### src/sv/rch_pkg.sv
`timescale 1ns / 1ps
// ---------------------------------------------------------------------------
// rch_pkg: shared definitions for the region colour histogram
// Bin codes, counter sizing, the queued classification word and the
// reciprocal used to scale bins at emit time.
// ---------------------------------------------------------------------------
package rch_pkg;

    // Counter sizing: counters saturate at the smaller of the region size
    // limit and the largest value the count field can carry.
    localparam int CNT_W          = 21;
    localparam int MAX_REGION_PIX = 1048576;
    localparam int CNT_MAX_FIELD  = (1 << CNT_W) - 1;
    localparam int CNT_LIMIT_INT  = (MAX_REGION_PIX < CNT_MAX_FIELD) ?
                                    MAX_REGION_PIX : CNT_MAX_FIELD;
    localparam logic [CNT_W-1:0] CNT_LIMIT = CNT_LIMIT_INT[CNT_W-1:0];

    localparam int NUM_BINS  = 9;
    localparam int NUM_WORDS = NUM_BINS + 1;
    localparam int IDX_W     = 4;

    // Bin codes as they appear on the result channel.
    localparam logic [IDX_W-1:0] BIN_RED     = 4'd0;
    localparam logic [IDX_W-1:0] BIN_ORANGE  = 4'd1;
    localparam logic [IDX_W-1:0] BIN_YELLOW  = 4'd2;
    localparam logic [IDX_W-1:0] BIN_GREEN   = 4'd3;
    localparam logic [IDX_W-1:0] BIN_BLUE    = 4'd4;
    localparam logic [IDX_W-1:0] BIN_MAGENTA = 4'd5;
    localparam logic [IDX_W-1:0] BIN_BLACK   = 4'd6;
    localparam logic [IDX_W-1:0] BIN_WHITE   = 4'd7;
    localparam logic [IDX_W-1:0] BIN_GRAY    = 4'd8;
    localparam logic [IDX_W-1:0] BIN_TOTAL   = 4'd9;

    // Queue between classifier and accumulator.
    localparam int QUEUE_DEPTH = 4;
    localparam int QPTR_W      = $clog2(QUEUE_DEPTH);
    localparam int QCNT_W      = $clog2(QUEUE_DEPTH + 1);

    // Division by ten through a reciprocal: floor(x / 10) = (x * M) >> 26,
    // exact for every numerator below 2^22.
    localparam int NUM_W     = CNT_W + 1;
    localparam int REC_W     = 23;
    localparam int REC_SHIFT = 26;
    localparam int PROD_W    = NUM_W + REC_W;
    localparam int QUOT_W    = PROD_W - REC_SHIFT;
    localparam logic [REC_W-1:0] REC_TEN = 23'd6710887;

    // Rounding offsets for ceil(n / 10) and ceil(n / 20).
    localparam logic [NUM_W-1:0] OFS_TENTH    = 22'd9;
    localparam logic [NUM_W-1:0] OFS_TWENTIETH = 22'd19;

    // One classified pixel as it travels through the queue.
    typedef struct packed {
        logic [NUM_BINS-1:0] hit;
        logic                counted;
        logic                last;
    } rch_word_t;

endpackage

### src/sv/rch_front.sv
`timescale 1ns / 1ps
// ---------------------------------------------------------------------------
// rch_front: pixel classifier
// Applies the hue, RGB fallback and neutral rules to one pixel and packs
// the resulting bin hits with the count and end-of-region marks.
// ---------------------------------------------------------------------------
module rch_front
    import rch_pkg::*;
(
    input  logic [7:0] s_hue,
    input  logic [7:0] s_red,
    input  logic [7:0] s_green,
    input  logic [7:0] s_blue,
    input  logic       s_pixel_valid,
    input  logic       s_region_end,
    output rch_word_t  word
);

    logic [7:0] h, r, g, b;
    logic [7:0] drg, dgb, dbr;
    logic [9:0] sum;
    logic       neutral, is_black, is_white;
    logic       hue_red, hue_orange, hue_yellow, hue_green, hue_blue, hue_magenta;
    logic       any_hue;
    logic       fb_red, fb_orange, fb_yellow, fb_green, fb_blue, fb_magenta;
    logic       gray_hit, blue_undo;
    logic [NUM_BINS-1:0] hit;

    assign h = s_hue;
    assign r = s_red;
    assign g = s_green;
    assign b = s_blue;

    // Pairwise distances and the component sum.
    assign drg = (r > g) ? r - g : g - r;
    assign dgb = (g > b) ? g - b : b - g;
    assign dbr = (b > r) ? b - r : r - b;
    assign sum = {2'b00, r} + {2'b00, g} + {2'b00, b};

    // Hue rules.
    assign hue_red     = (h >= 8'd177) || ((h <= 8'd3) && (r >= 8'd130));
    assign hue_orange  = (h >= 8'd5)   && (h <= 8'd25);
    assign hue_yellow  = (h >= 8'd20)  && (h <= 8'd40)  && (b <= 8'd130);
    assign hue_green   = (h >= 8'd45)  && (h <= 8'd80);
    assign hue_blue    = (h >= 8'd105) && (h <= 8'd132) && (b >= 8'd120);
    assign hue_magenta = (h >= 8'd144) && (h <= 8'd156);
    assign any_hue     = hue_red | hue_orange | hue_yellow | hue_green |
                         hue_blue | hue_magenta;

    // RGB fallback rules, used only when no hue rule matched.
    assign fb_red     = ((r >= 8'd150) && (g <= 8'd110) && (b <= 8'd110)) ||
                        ((r >= 8'd100) && (drg >= 8'd40) && (dbr >= 8'd40) &&
                         (g <= 8'd50) && (b <= 8'd50));
    assign fb_orange  = (r >= 8'd150) && (drg >= 8'd60) && (drg <= 8'd110) &&
                        (b <= 8'd110);
    assign fb_yellow  = (r >= 8'd150) && (g >= 8'd150) && (drg <= 8'd40) &&
                        (b <= 8'd80);
    assign fb_green   = ((g >= 8'd150) && (r <= 8'd110) && (b <= 8'd110)) ||
                        ((g >= 8'd80) && (drg >= 8'd40) && (dgb >= 8'd40) &&
                         (r <= 8'd50) && (b <= 8'd50));
    assign fb_blue    = ((b >= 8'd160) && (r <= 8'd110) && (g <= 8'd110)) ||
                        ((b >= 8'd100) && (dgb >= 8'd40) && (dbr >= 8'd40) &&
                         (r <= 8'd50) && (g <= 8'd50));
    assign fb_magenta = (r >= 8'd150) && (b >= 8'd150) && (dbr <= 8'd60) &&
                        (g <= 8'd110);

    // Neutral rules.
    assign neutral  = (drg < 8'd15) && (dgb < 8'd15) && (dbr < 8'd15);
    assign is_black = neutral && (sum <= 10'd70);
    assign is_white = neutral && (sum >= 10'd435);
    assign gray_hit = neutral && !is_black && !is_white &&
                      (r >= 8'd25) && (r <= 8'd50) &&
                      (g >= 8'd25) && (g <= 8'd50) &&
                      (b >= 8'd25) && (b <= 8'd50);

    // A hue blue hit on a black or white pixel in the lower blue band is
    // dropped; fallback blue never sets the mark, so it is never undone.
    assign blue_undo = hue_blue && (is_black || is_white) && (h <= 8'd125);

    // Combine into the hit vector.
    always_comb begin
        hit = '0;
        if (any_hue) begin
            hit[BIN_RED]     = hue_red;
            hit[BIN_ORANGE]  = hue_orange;
            hit[BIN_YELLOW]  = hue_yellow;
            hit[BIN_GREEN]   = hue_green;
            hit[BIN_BLUE]    = hue_blue && !blue_undo;
            hit[BIN_MAGENTA] = hue_magenta;
        end else begin
            hit[BIN_RED]     = fb_red;
            hit[BIN_ORANGE]  = fb_orange;
            hit[BIN_YELLOW]  = fb_yellow;
            hit[BIN_GREEN]   = fb_green;
            hit[BIN_BLUE]    = fb_blue;
            hit[BIN_MAGENTA] = fb_magenta;
        end
        hit[BIN_BLACK] = is_black;
        hit[BIN_WHITE] = is_white;
        hit[BIN_GRAY]  = gray_hit;
    end

    // Pixels outside the foreground touch no counter.
    assign word.hit     = s_pixel_valid ? hit : '0;
    assign word.counted = s_pixel_valid;
    assign word.last    = s_region_end;

endmodule

### src/sv/rch_queue.sv
`timescale 1ns / 1ps
// ---------------------------------------------------------------------------
// rch_queue: short queue of classified words
// A small register queue that lets the classifier and the accumulator
// stall independently of each other.
// ---------------------------------------------------------------------------
module rch_queue
    import rch_pkg::*;
(
    input  logic      aclk,
    input  logic      aresetn,
    input  logic      i_valid,
    output logic      i_ready,
    input  rch_word_t i_word,
    output logic      o_valid,
    input  logic      o_ready,
    output rch_word_t o_word
);

    rch_word_t         mem_reg [QUEUE_DEPTH];
    logic [QPTR_W-1:0] wr_ptr_reg, wr_ptr_next;
    logic [QPTR_W-1:0] rd_ptr_reg, rd_ptr_next;
    logic [QCNT_W-1:0] fill_reg, fill_next;
    logic              push, pop;

    assign i_ready = (fill_reg != QUEUE_DEPTH[QCNT_W-1:0]);
    assign o_valid = (fill_reg != '0);
    assign o_word  = mem_reg[rd_ptr_reg];
    assign push    = i_valid && i_ready;
    assign pop     = o_valid && o_ready;

    // Pointer and fill bookkeeping.
    always_comb begin
        wr_ptr_next = push ? wr_ptr_reg + 1'b1 : wr_ptr_reg;
        rd_ptr_next = pop  ? rd_ptr_reg + 1'b1 : rd_ptr_reg;
        fill_next   = fill_reg;
        if (push && !pop) begin
            fill_next = fill_reg + 1'b1;
        end else if (pop && !push) begin
            fill_next = fill_reg - 1'b1;
        end
    end

    always_ff @(posedge aclk) begin
        if (!aresetn) begin
            wr_ptr_reg <= '0;
            rd_ptr_reg <= '0;
            fill_reg   <= '0;
        end else begin
            wr_ptr_reg <= wr_ptr_next;
            rd_ptr_reg <= rd_ptr_next;
            fill_reg   <= fill_next;
        end
    end

    // Storage needs no reset.
    always_ff @(posedge aclk) begin
        if (push) begin
            mem_reg[wr_ptr_reg] <= i_word;
        end
    end

endmodule

### src/sv/rch_back.sv
`timescale 1ns / 1ps
// ---------------------------------------------------------------------------
// rch_back: bin accumulator and result emitter
// Adds classified words into saturating counters, snapshots them at region end
// and sends the ten result words, three scaled, through a two-stage pipeline.
// ---------------------------------------------------------------------------
module rch_back
    import rch_pkg::*;
(
    input  logic             aclk,
    input  logic             aresetn,
    input  logic             q_valid,
    output logic             q_ready,
    input  rch_word_t        q_word,
    output logic             m_valid,
    input  logic             m_ready,
    output logic [IDX_W-1:0] m_bin_index,
    output logic [CNT_W-1:0] m_bin_count,
    output logic             m_final_bin
);

    logic [CNT_W-1:0] cnt_reg  [NUM_BINS];
    logic [CNT_W-1:0] cnt_upd  [NUM_BINS];
    logic [CNT_W-1:0] tot_reg, tot_upd;
    logic [CNT_W-1:0] snap_reg [NUM_WORDS];
    logic             busy_reg;
    logic [IDX_W-1:0] emit_idx_reg;
    logic             pop, issue;

    // Scaling stage.
    logic              a_valid_reg;
    logic [IDX_W-1:0]  a_idx_reg;
    logic [CNT_W-1:0]  a_n_reg;
    logic [PROD_W-1:0] a_prod_reg;
    logic              a_load;
    logic [CNT_W-1:0]  sel_n;
    logic [NUM_W-1:0]  sel_num;

    // Output stage.
    logic              o_valid_reg;
    logic [IDX_W-1:0]  o_idx_reg;
    logic [CNT_W-1:0]  o_cnt_reg;
    logic              o_load;
    logic [QUOT_W-1:0] quot_ten;
    logic [CNT_W-1:0]  ceil_part;
    logic [CNT_W-1:0]  scaled;

    // A region end waits until the previous snapshot has been issued.
    assign q_ready = !(q_word.last && busy_reg);
    assign pop     = q_valid && q_ready;

    // Saturating increments for the word being taken.
    always_comb begin
        for (int k = 0; k < NUM_BINS; k++) begin
            cnt_upd[k] = cnt_reg[k];
            if (pop && q_word.hit[k] && (cnt_reg[k] < CNT_LIMIT)) begin
                cnt_upd[k] = cnt_reg[k] + 1'b1;
            end
        end
        tot_upd = tot_reg;
        if (pop && q_word.counted && (tot_reg < CNT_LIMIT)) begin
            tot_upd = tot_reg + 1'b1;
        end
    end

    // Counters clear as the region's totals move into the snapshot.
    always_ff @(posedge aclk) begin
        if (!aresetn) begin
            for (int k = 0; k < NUM_BINS; k++) begin
                cnt_reg[k] <= '0;
            end
            tot_reg <= '0;
        end else if (pop && q_word.last) begin
            for (int k = 0; k < NUM_BINS; k++) begin
                cnt_reg[k] <= '0;
            end
            tot_reg <= '0;
        end else begin
            for (int k = 0; k < NUM_BINS; k++) begin
                cnt_reg[k] <= cnt_upd[k];
            end
            tot_reg <= tot_upd;
        end
    end

    always_ff @(posedge aclk) begin
        if (pop && q_word.last) begin
            for (int k = 0; k < NUM_BINS; k++) begin
                snap_reg[k] <= cnt_upd[k];
            end
            snap_reg[NUM_BINS] <= tot_upd;
        end
    end

    // Emit sequencing: one snapshot word enters the pipeline per free slot.
    assign o_load = a_valid_reg && (!o_valid_reg || m_ready);
    assign a_load = !a_valid_reg || o_load;
    assign issue  = busy_reg && a_load;

    always_ff @(posedge aclk) begin
        if (!aresetn) begin
            busy_reg     <= 1'b0;
            emit_idx_reg <= '0;
        end else if (pop && q_word.last) begin
            busy_reg     <= 1'b1;
            emit_idx_reg <= '0;
        end else if (issue) begin
            emit_idx_reg <= emit_idx_reg + 1'b1;
            if (emit_idx_reg == BIN_TOTAL) begin
                busy_reg <= 1'b0;
            end
        end
    end

    // Numerator for ceil(n/10) or, halved later, ceil(n/20).
    always_comb begin
        sel_n = snap_reg[emit_idx_reg];
        case (emit_idx_reg)
            BIN_BLACK: sel_num = {1'b0, sel_n} + OFS_TENTH;
            BIN_WHITE,
            BIN_BLUE:  sel_num = {1'b0, sel_n} + OFS_TWENTIETH;
            default:   sel_num = {1'b0, sel_n};
        endcase
    end

    // Scaling stage holds the reciprocal product.
    always_ff @(posedge aclk) begin
        if (!aresetn) begin
            a_valid_reg <= 1'b0;
        end else if (a_load) begin
            a_valid_reg <= issue;
        end
    end

    always_ff @(posedge aclk) begin
        if (issue) begin
            a_idx_reg  <= emit_idx_reg;
            a_n_reg    <= sel_n;
            a_prod_reg <= PROD_W'(sel_num) * PROD_W'(REC_TEN);
        end
    end

    // Black, white and blue are n minus the rounded-up fraction; others pass n.
    always_comb begin
        quot_ten = a_prod_reg[PROD_W-1:REC_SHIFT];
        if (a_idx_reg == BIN_BLACK) begin
            ceil_part = CNT_W'(quot_ten);
        end else begin
            ceil_part = CNT_W'(quot_ten >> 1);
        end
        case (a_idx_reg)
            BIN_BLACK,
            BIN_WHITE,
            BIN_BLUE: scaled = a_n_reg - ceil_part;
            default:  scaled = a_n_reg;
        endcase
    end

    // Output register towards the result channel.
    always_ff @(posedge aclk) begin
        if (!aresetn) begin
            o_valid_reg <= 1'b0;
        end else if (o_load) begin
            o_valid_reg <= 1'b1;
        end else if (m_ready) begin
            o_valid_reg <= 1'b0;
        end
    end

    always_ff @(posedge aclk) begin
        if (o_load) begin
            o_idx_reg <= a_idx_reg;
            o_cnt_reg <= scaled;
        end
    end

    assign m_valid     = o_valid_reg;
    assign m_bin_index = o_idx_reg;
    assign m_bin_count = o_cnt_reg;
    assign m_final_bin = (o_idx_reg == BIN_TOTAL);

endmodule

### src/sv/region_color_histogram.sv
`timescale 1ns / 1ps
// ---------------------------------------------------------------------------
// region_color_histogram: colour histogram of one image region
// Classifies pixels into nine colour bins and, at region end, emits the
// bins, black, white and blue scaled, then the counted-pixel total.
// ---------------------------------------------------------------------------
//
//  Channel  Direction  Word contents
//  s_*      in         hue, red, green, blue, pixel_valid, region_end
//  m_*      out        bin_index, bin_count, final_bin
//
// One pixel word is taken every cycle while s_ready is high; the classifier, a
// four-entry queue and the accumulating counters keep pace with no bubbles.
// A region end snapshots the counters, which clear at once, so the next
// region flows in while its ten result words leave one per cycle, as long
// as m_ready is high, through a scaling stage and an output register, which
// the first word passes in that order after the snapshot.
// A further region end waits in the queue until the tenth word of the
// previous region has entered the scaling stage.
// Reset is synchronous and clears all counters and control state; a stall
// on the result side backs up into the queue and then to s_ready.
// ---------------------------------------------------------------------------
module region_color_histogram
    import rch_pkg::*;
(
    input  logic             aclk,
    input  logic             aresetn,
    input  logic             s_valid,
    output logic             s_ready,
    input  logic [7:0]       s_hue,
    input  logic [7:0]       s_red,
    input  logic [7:0]       s_green,
    input  logic [7:0]       s_blue,
    input  logic             s_pixel_valid,
    input  logic             s_region_end,
    output logic             m_valid,
    input  logic             m_ready,
    output logic [IDX_W-1:0] m_bin_index,
    output logic [CNT_W-1:0] m_bin_count,
    output logic             m_final_bin
);

    rch_word_t front_word;
    rch_word_t q_word;
    logic      q_valid;
    logic      q_ready;

    // Classification of the incoming pixel.
    rch_front u_front (
        .s_hue         (s_hue),
        .s_red         (s_red),
        .s_green       (s_green),
        .s_blue        (s_blue),
        .s_pixel_valid (s_pixel_valid),
        .s_region_end  (s_region_end),
        .word          (front_word)
    );

    // Decoupling queue.
    rch_queue u_queue (
        .aclk    (aclk),
        .aresetn (aresetn),
        .i_valid (s_valid),
        .i_ready (s_ready),
        .i_word  (front_word),
        .o_valid (q_valid),
        .o_ready (q_ready),
        .o_word  (q_word)
    );

    // Accumulation and emit.
    rch_back u_back (
        .aclk        (aclk),
        .aresetn     (aresetn),
        .q_valid     (q_valid),
        .q_ready     (q_ready),
        .q_word      (q_word),
        .m_valid     (m_valid),
        .m_ready     (m_ready),
        .m_bin_index (m_bin_index),
        .m_bin_count (m_bin_count),
        .m_final_bin (m_final_bin)
    );

endmodule
### config.mk
export PLATFORM = sky130hd
export DESIGN_NAME = region_color_histogram
export DESIGN_NICKNAME = d
export VERILOG_FILES = /design/src/sv/rch_pkg.sv /design/src/sv/rch_front.sv /design/src/sv/rch_queue.sv /design/src/sv/rch_back.sv /design/src/sv/region_color_histogram.sv
export SDC_FILE = /design/constraint.sdc
export NUM_CORES = 1
export LEC_CHECK = 0
export CORE_MARGIN = 5
export CORE_UTILIZATION = 40
export DETAILED_ROUTE_END_ITERATION = 8
export DONT_BUFFER_PORTS = 1
export SETUP_SLACK_MARGIN = 0.15
export SLEW_MARGIN = 10
export SYNTH_ARGS = -nofsm -noshare
export SYNTH_HDL_FRONTEND = slang
export SYNTH_SLANG_ARGS = --single-unit
### constraint.sdc
create_clock -name aclk -period 14.3 [get_ports aclk]
set_input_delay 1.43 -clock aclk [delete_from_list [all_inputs] [get_ports aclk]]
set_output_delay 1.43 -clock aclk [all_outputs]
set_load 0.02 [all_outputs]
After elaboration in Yosys (flattened, before gate mapping)
Memory sizes are Yosys's and may differ from the RTL's. A register that Yosys moved wholly into a read port is not among the register bits. Cells that the tools add are included.

Add/subtract/negate cells: 26. Multiply operators: 1. Divide/modulo/power cells: 0. Magnitude comparators: 58. Equality and inequality tests: 9. Shift operators: 0. Muxes and demuxes: 57. Bitwise logic cells: 24. Reduce and logical (&&, ||, !) cells: 102.

Operators with widths (count): two-way mux 21 bit (29); adder 21 x 1 -> 21 bit (second input constant) (10); < comparator 21 bit (second input constant) (10); logical AND 1 bit (78); greater-or-equal comparator 8 bit (second input constant) (7); less-or-equal comparator 8 x 7 -> 1 bit (second input constant) (7); less-or-equal comparator 8 x 6 -> 1 bit (second input constant) (6); subtractor 8 bit (6); multiplier 22 x 23 -> 45 bit (second input constant) (1); case mux 22 bit (2 select lines) (1); greater-or-equal comparator 8 x 6 -> 1 bit (second input constant) (5); greater-or-equal comparator 8 x 7 -> 1 bit (second input constant) (5); greater-or-equal comparator 8 x 5 -> 1 bit (second input constant) (4); == test 4 x 3 -> 1 bit (second input constant) (6); greater-than comparator 8 bit (3); less-or-equal comparator 8 bit (second input constant) (3); < comparator 8 x 4 -> 1 bit (second input constant) (3); two-way mux 8 bit (3); OR 1 bit (23); adder 21 x 4 -> 22 bit (second input constant) (1); adder 21 x 5 -> 22 bit (second input constant) (1); subtractor 21 x 19 -> 21 bit (1); two-way mux 19 bit (1); two-way mux 1 bit (15); 26 further kinds (48).

Register bits: 130. Bits in latches: 0. Bits in writable memories: 443. Memory bits (read-only): 0. Bits of input ports: 38. Output and inout port bits: 28. Logic and storage cells: 293. Memories kept: 3.

Memory list: u_back.snap_reg (words 10, bits a word 21, read ports 1, clocked after memory_dff 1, wr ports 10, RTL line rch_back.sv:25) `logic [CNT_W-1:0] snap_reg [NUM_WORDS];`; u_back.cnt_reg (words 9, bits a word 21, read ports 9, clocked after memory_dff 0, wr ports 9, RTL line rch_back.sv:22) `logic [CNT_W-1:0] cnt_reg [NUM_BINS];`; u_queue.mem_reg (words 4, bits a word 11, read ports 1, clocked after memory_dff 1, wr ports 1, RTL line rch_queue.sv:20) `rch_word_t mem_reg [QUEUE_DEPTH];`.

Depth between registers and ports, before layout
Depth in word-level cells: 16. Mapped depth: 43. Mapped depth without buffers: 38.

Hierarchy
From an unflattened synthesis, not the netlist that was laid out.

Cells, all modules: 3016. Area total of the unflattened synthesis: 36288.6 sq um.

Modules (own cells, without submodules): rch_back (times used 1, cells an instance 2438, area each 30606.9 sq um, seq. area each 14694.1 sq um); rch_front (times used 1, cells an instance 473, area each 3570.9 sq um, seq. area each 0.0 sq um); rch_queue (times used 1, cells an instance 105, area each 2110.8 sq um, seq. area each 1501.4 sq um).

Worst setup path before layout
OpenSTA, ideal clock, no wires.

Path kind: reg2reg. From: register with a tool-made name. To: register u_back.a_prod_reg[42], data pin. Setup time: 271 ps. Data arrival time: 10072 ps. Data required time: 14029 ps. Setup slack: 3958 ps. Stages on the path, launching flop included: 42. Buffers on the path: 6. Period minus slack after synthesis: 10342 ps. Path through: dfxtp_1 > buf_4 > buf_4 > buf_6 > buf_4 > buf_4 > buf_2 > mux4_2 > mux2_2 > o21ai_0 > inv_1 > ha_1 > a21oi_1 > o21bai_1 > a21o_1 > nor3b_1 > nand3_1 > xnor2_1 > (+6 left out) > inv_1 > fa_1 > inv_1 > fa_1 > inv_1 > fa_1 > inv_1 > ha_1 > o21ai_0 > nand2b_1 > a311oi_1 > a21oi_1 > o21ai_0 > a21oi_1 > o31ai_1 > o21ai_1 > mux2i_1 > o2111ai_1.

RTL lines: end signal: assignment (RTL line rch_back.sv:139) `a_prod_reg <= PROD_W'(sel_num) * PROD_W'(REC_TEN);`; end: declaration (RTL line rch_back.sv:34) `logic [PROD_W-1:0] a_prod_reg;`.

==> flow_metrics.py <==
metrics = {
    "placement": {
        "dp_cells": 4314,
        "io_buffers": 0,
        "place_congestion": 0.921,
        "hpwl_um": 62400,
    },
    "synthesis": {
        "yosysSeqAreaShare_pct": 45.0,
        "synth_cell_types": 98,
        "yosys.area.top_type": "edfxtp_1",
        "yosysTopAreaCellShare_pct": 42.7,
        "synthCells": 3009,
        "ys_seq_elements": 553,
        "synth_area_um2": 36000,
        "synth_edf_count": 512,
        "syn_area_per_cell_um2": 12.0,
        "synthTopCellsByArea": "edfxtp_1, ha_1, fa_1",
        "synth_ff_type": "edfxtp_1",
        "async_reset_ff_share_pct": 0,
        "ys.warnings.count": 0,
    },
    "routing": {
        "dr.pass1.iters": 6,
        "wl_um": 80600,
        "drtIter0Drc": 1223,
        "vias_per_cell": 4.99,
        "routedWlPerCell_um": 18.2,
        "ant_nets": 0,
        "dr_total_vias": 22123,
        "drcViolationCount": 0,
    },
    "die": {
        "start_util_pct": 40.2,
        "die_area_um2": 96000,
        "fp.dieH_um": 310,
        "die_w_um": 310,
        "io_pins": 66,
        "core_region_area_um2": 89600,
        "rows": 110,
    },
    "grt": {
        "grt_pass1_wl_um": 129000,
        "top_usage_layer": "met2",
        "use_met2_pct": 27.5,
        "grt_use_total_pct": 17.0,
        "use_met3_pct": 3.76,
        "grt_remaining_overflow": 0,
        "grt_pass1_vias": 22712,
        "grt_max_degree": 94,
        "grt_antenna_before_repair": 1,
        "gr-usage-met1_pct": 23.9,
    },
    "job": {
        "maxCapViolCount": 0,
    },
    "cts": {
        "cts_tree": "yes",
        "cts_setup_buffers": 0,
        "cts-resized-gates": 0,
        "clkTransAtPathRegs_ns": 0.06,
        "cts.htree.levels": 2,
        "clkSinkCount": 553,
        "cts_buffers": 61,
        "cts_hold_buf": 0,
        "clockBufferDepth": 3,
        "clock_latency_ns": 0.63,
        "clock-root-buffer": "clkbuf_16",
    },
    "worst_setup_path": {
        "cpMaxStageDelayCell": "dfxtp_4",
        "cp_slowest_stage_delay_ns": 0.68,
        "cp_max_fo": 28,
        "crit_arrival_ns": 11.35,
        "endpoint_kind": "register",
        "start_kind": "register",
        "criticalPathCategory": "register to register",
        "required_ns": 14.66,
    },
    "sta": {
        "max_freq_mhz": 91.0,
        "holdWs_ns": 0.483,
        "setup_violations": 0,
        "setup_tns_ns": 0,
        "rsz0062_at_grt": "no",
        "period_share_pct": 76.8,
        "min_period_ns": 10.98,
        "skew_ns": 0.0131,
        "maxSlewViolCount": 0,
        "relSlewSlack_pct": 29.3,
        "worst_slew_pin_slew_ns": 1.06,
        "hold_viol": 0,
    },
    "finish": {
        "fillers": 8249,
        "diodes": 0,
        "utilization_pct": 44.5,
        "drive_above_1_share_pct": 7.28,
        "nNetsFinal": 3676,
        "largest_register_ffs": 210,
        "final_cells": 4430,
        "area_growth_pct": 10.8,
    },
    "worst_hold_path": {
        "hp-class": "register to register",
    },
    "run_status": {
        "status": "finished clean",
    },
}
[through the flow]
stage / instance area [um2] / setup slack, ns
final: 39900 / 3.32
after global routing: 39900 / 2.40
after CTS: 39900 / 3.10
after detailed placement: 37900 / 3.12
after global placement: 37900 / 3.38
after floorplan: 36700 / 3.96
[cell families after synthesis]
group                      count (synthesis)  share of synthesized area (%)
and+or+nand+nor                          836                           12.9
other                                      1                         0.0104
adders and majority gates                437                           18.4
DFF                                      553                           45.0
muxes                                    129                           5.49
xor gates and xnor gates                 281                           6.84
buffers and inverters                    419                           4.66
AOI/OAI and AO/OA                        353                           6.66
[per-layer routing]
metal | vias up | wire length [um]
li1 | 10794 | -
met1 | 10842 | 37700
met3 | 92 | 4400
met4 | 0 | 1600
met2 | 395 | 36900
met5 | - | 0
[cells in the final DEF, fill, tap and decap left out, types with 9 or more instances in the layout]
cell type  instances
or2_2             10
a31oi_1            9
nand2_1          153
mux4_2            53
dfxtp_1           38
conb_1           189
buf_4             12
and2_1            14
mux2i_1           59
o31ai_1           11
o21a_1            13
nand3_1           88
xor2_1           126
fa_1             155
nor2_1           110
xnor2_1          155
nor2b_1          225
inv_1            347
or3_1              9
mux2_2            17
nand2b_1           9
a21o_1            19
o21ai_0           73
clkbuf_1          17
edfxtp_1         512
and3_1            85
clkinv_2          14
a21oi_1          101
a211oi_1          30
nand4_1           29
clkbuf_16         62
nor3_1            30
and4_1            18
ha_1             282
[worst max-delay path, delay by kind of cell, from the launching register on]
family          cells  cell delay [ns]
xor+xnor            1             0.42
simple gates        4             0.94
flops               1             0.68
compound gates     12             2.97
fa+ha+maj           9             4.14
mux                 2             0.75
buf+inv             7             0.80
[area by class of cell]
class,count,area [um2],share of cell area (%)
multi-input cells,2225,18800,47.3
repair buffers,12,90.1,0.226
inverters,348,1310,3.30
well taps,1176,1470,3.69
clock inverters,34,280,0.703
flip-flops and latches,553,16200,40.6
clock buffers,82,1660,4.16
[cells in the mapped netlist (9+ instances only)]
library cell and instances:
xnor2_1 155, nand2b_1 9, a21o_1 19, o31ai_1 11, xor2_1 126, dfxtp_1 41
or3_1 9, a21oi_1 101, mux2_2 17, mux4_2 53, mux2i_1 59, and2_1 14
fa_1 155, or2_2 10, nor2b_1 227, and3_1 85, nor2_1 110, inv_1 348
nand3_1 88, nor3_1 30, nand2_1 154, ha_1 282, o21a_1 13, and4_1 18
nand4_1 29, a31oi_1 9, a211oi_1 30, edfxtp_1 512, clkbuf_1 45, o21ai_0 73
[path summary, 6_finish.rpt]
path	start	end	slack [ns]	depth (start not counted)
max	register	u_back.a_prod_reg[42]	3.32	35
min	u_back.a_idx_reg[1]	u_back.m_bin_index[1]	0.48	0
max reg2reg	register	u_back.a_prod_reg[42]	3.32	35
min reg2reg	u_back.a_idx_reg[1]	u_back.m_bin_index[1]	0.48	0
Power is not shown: default switching activity piles up to over one toggle a cycle in this logic, so the estimate is an artifact.
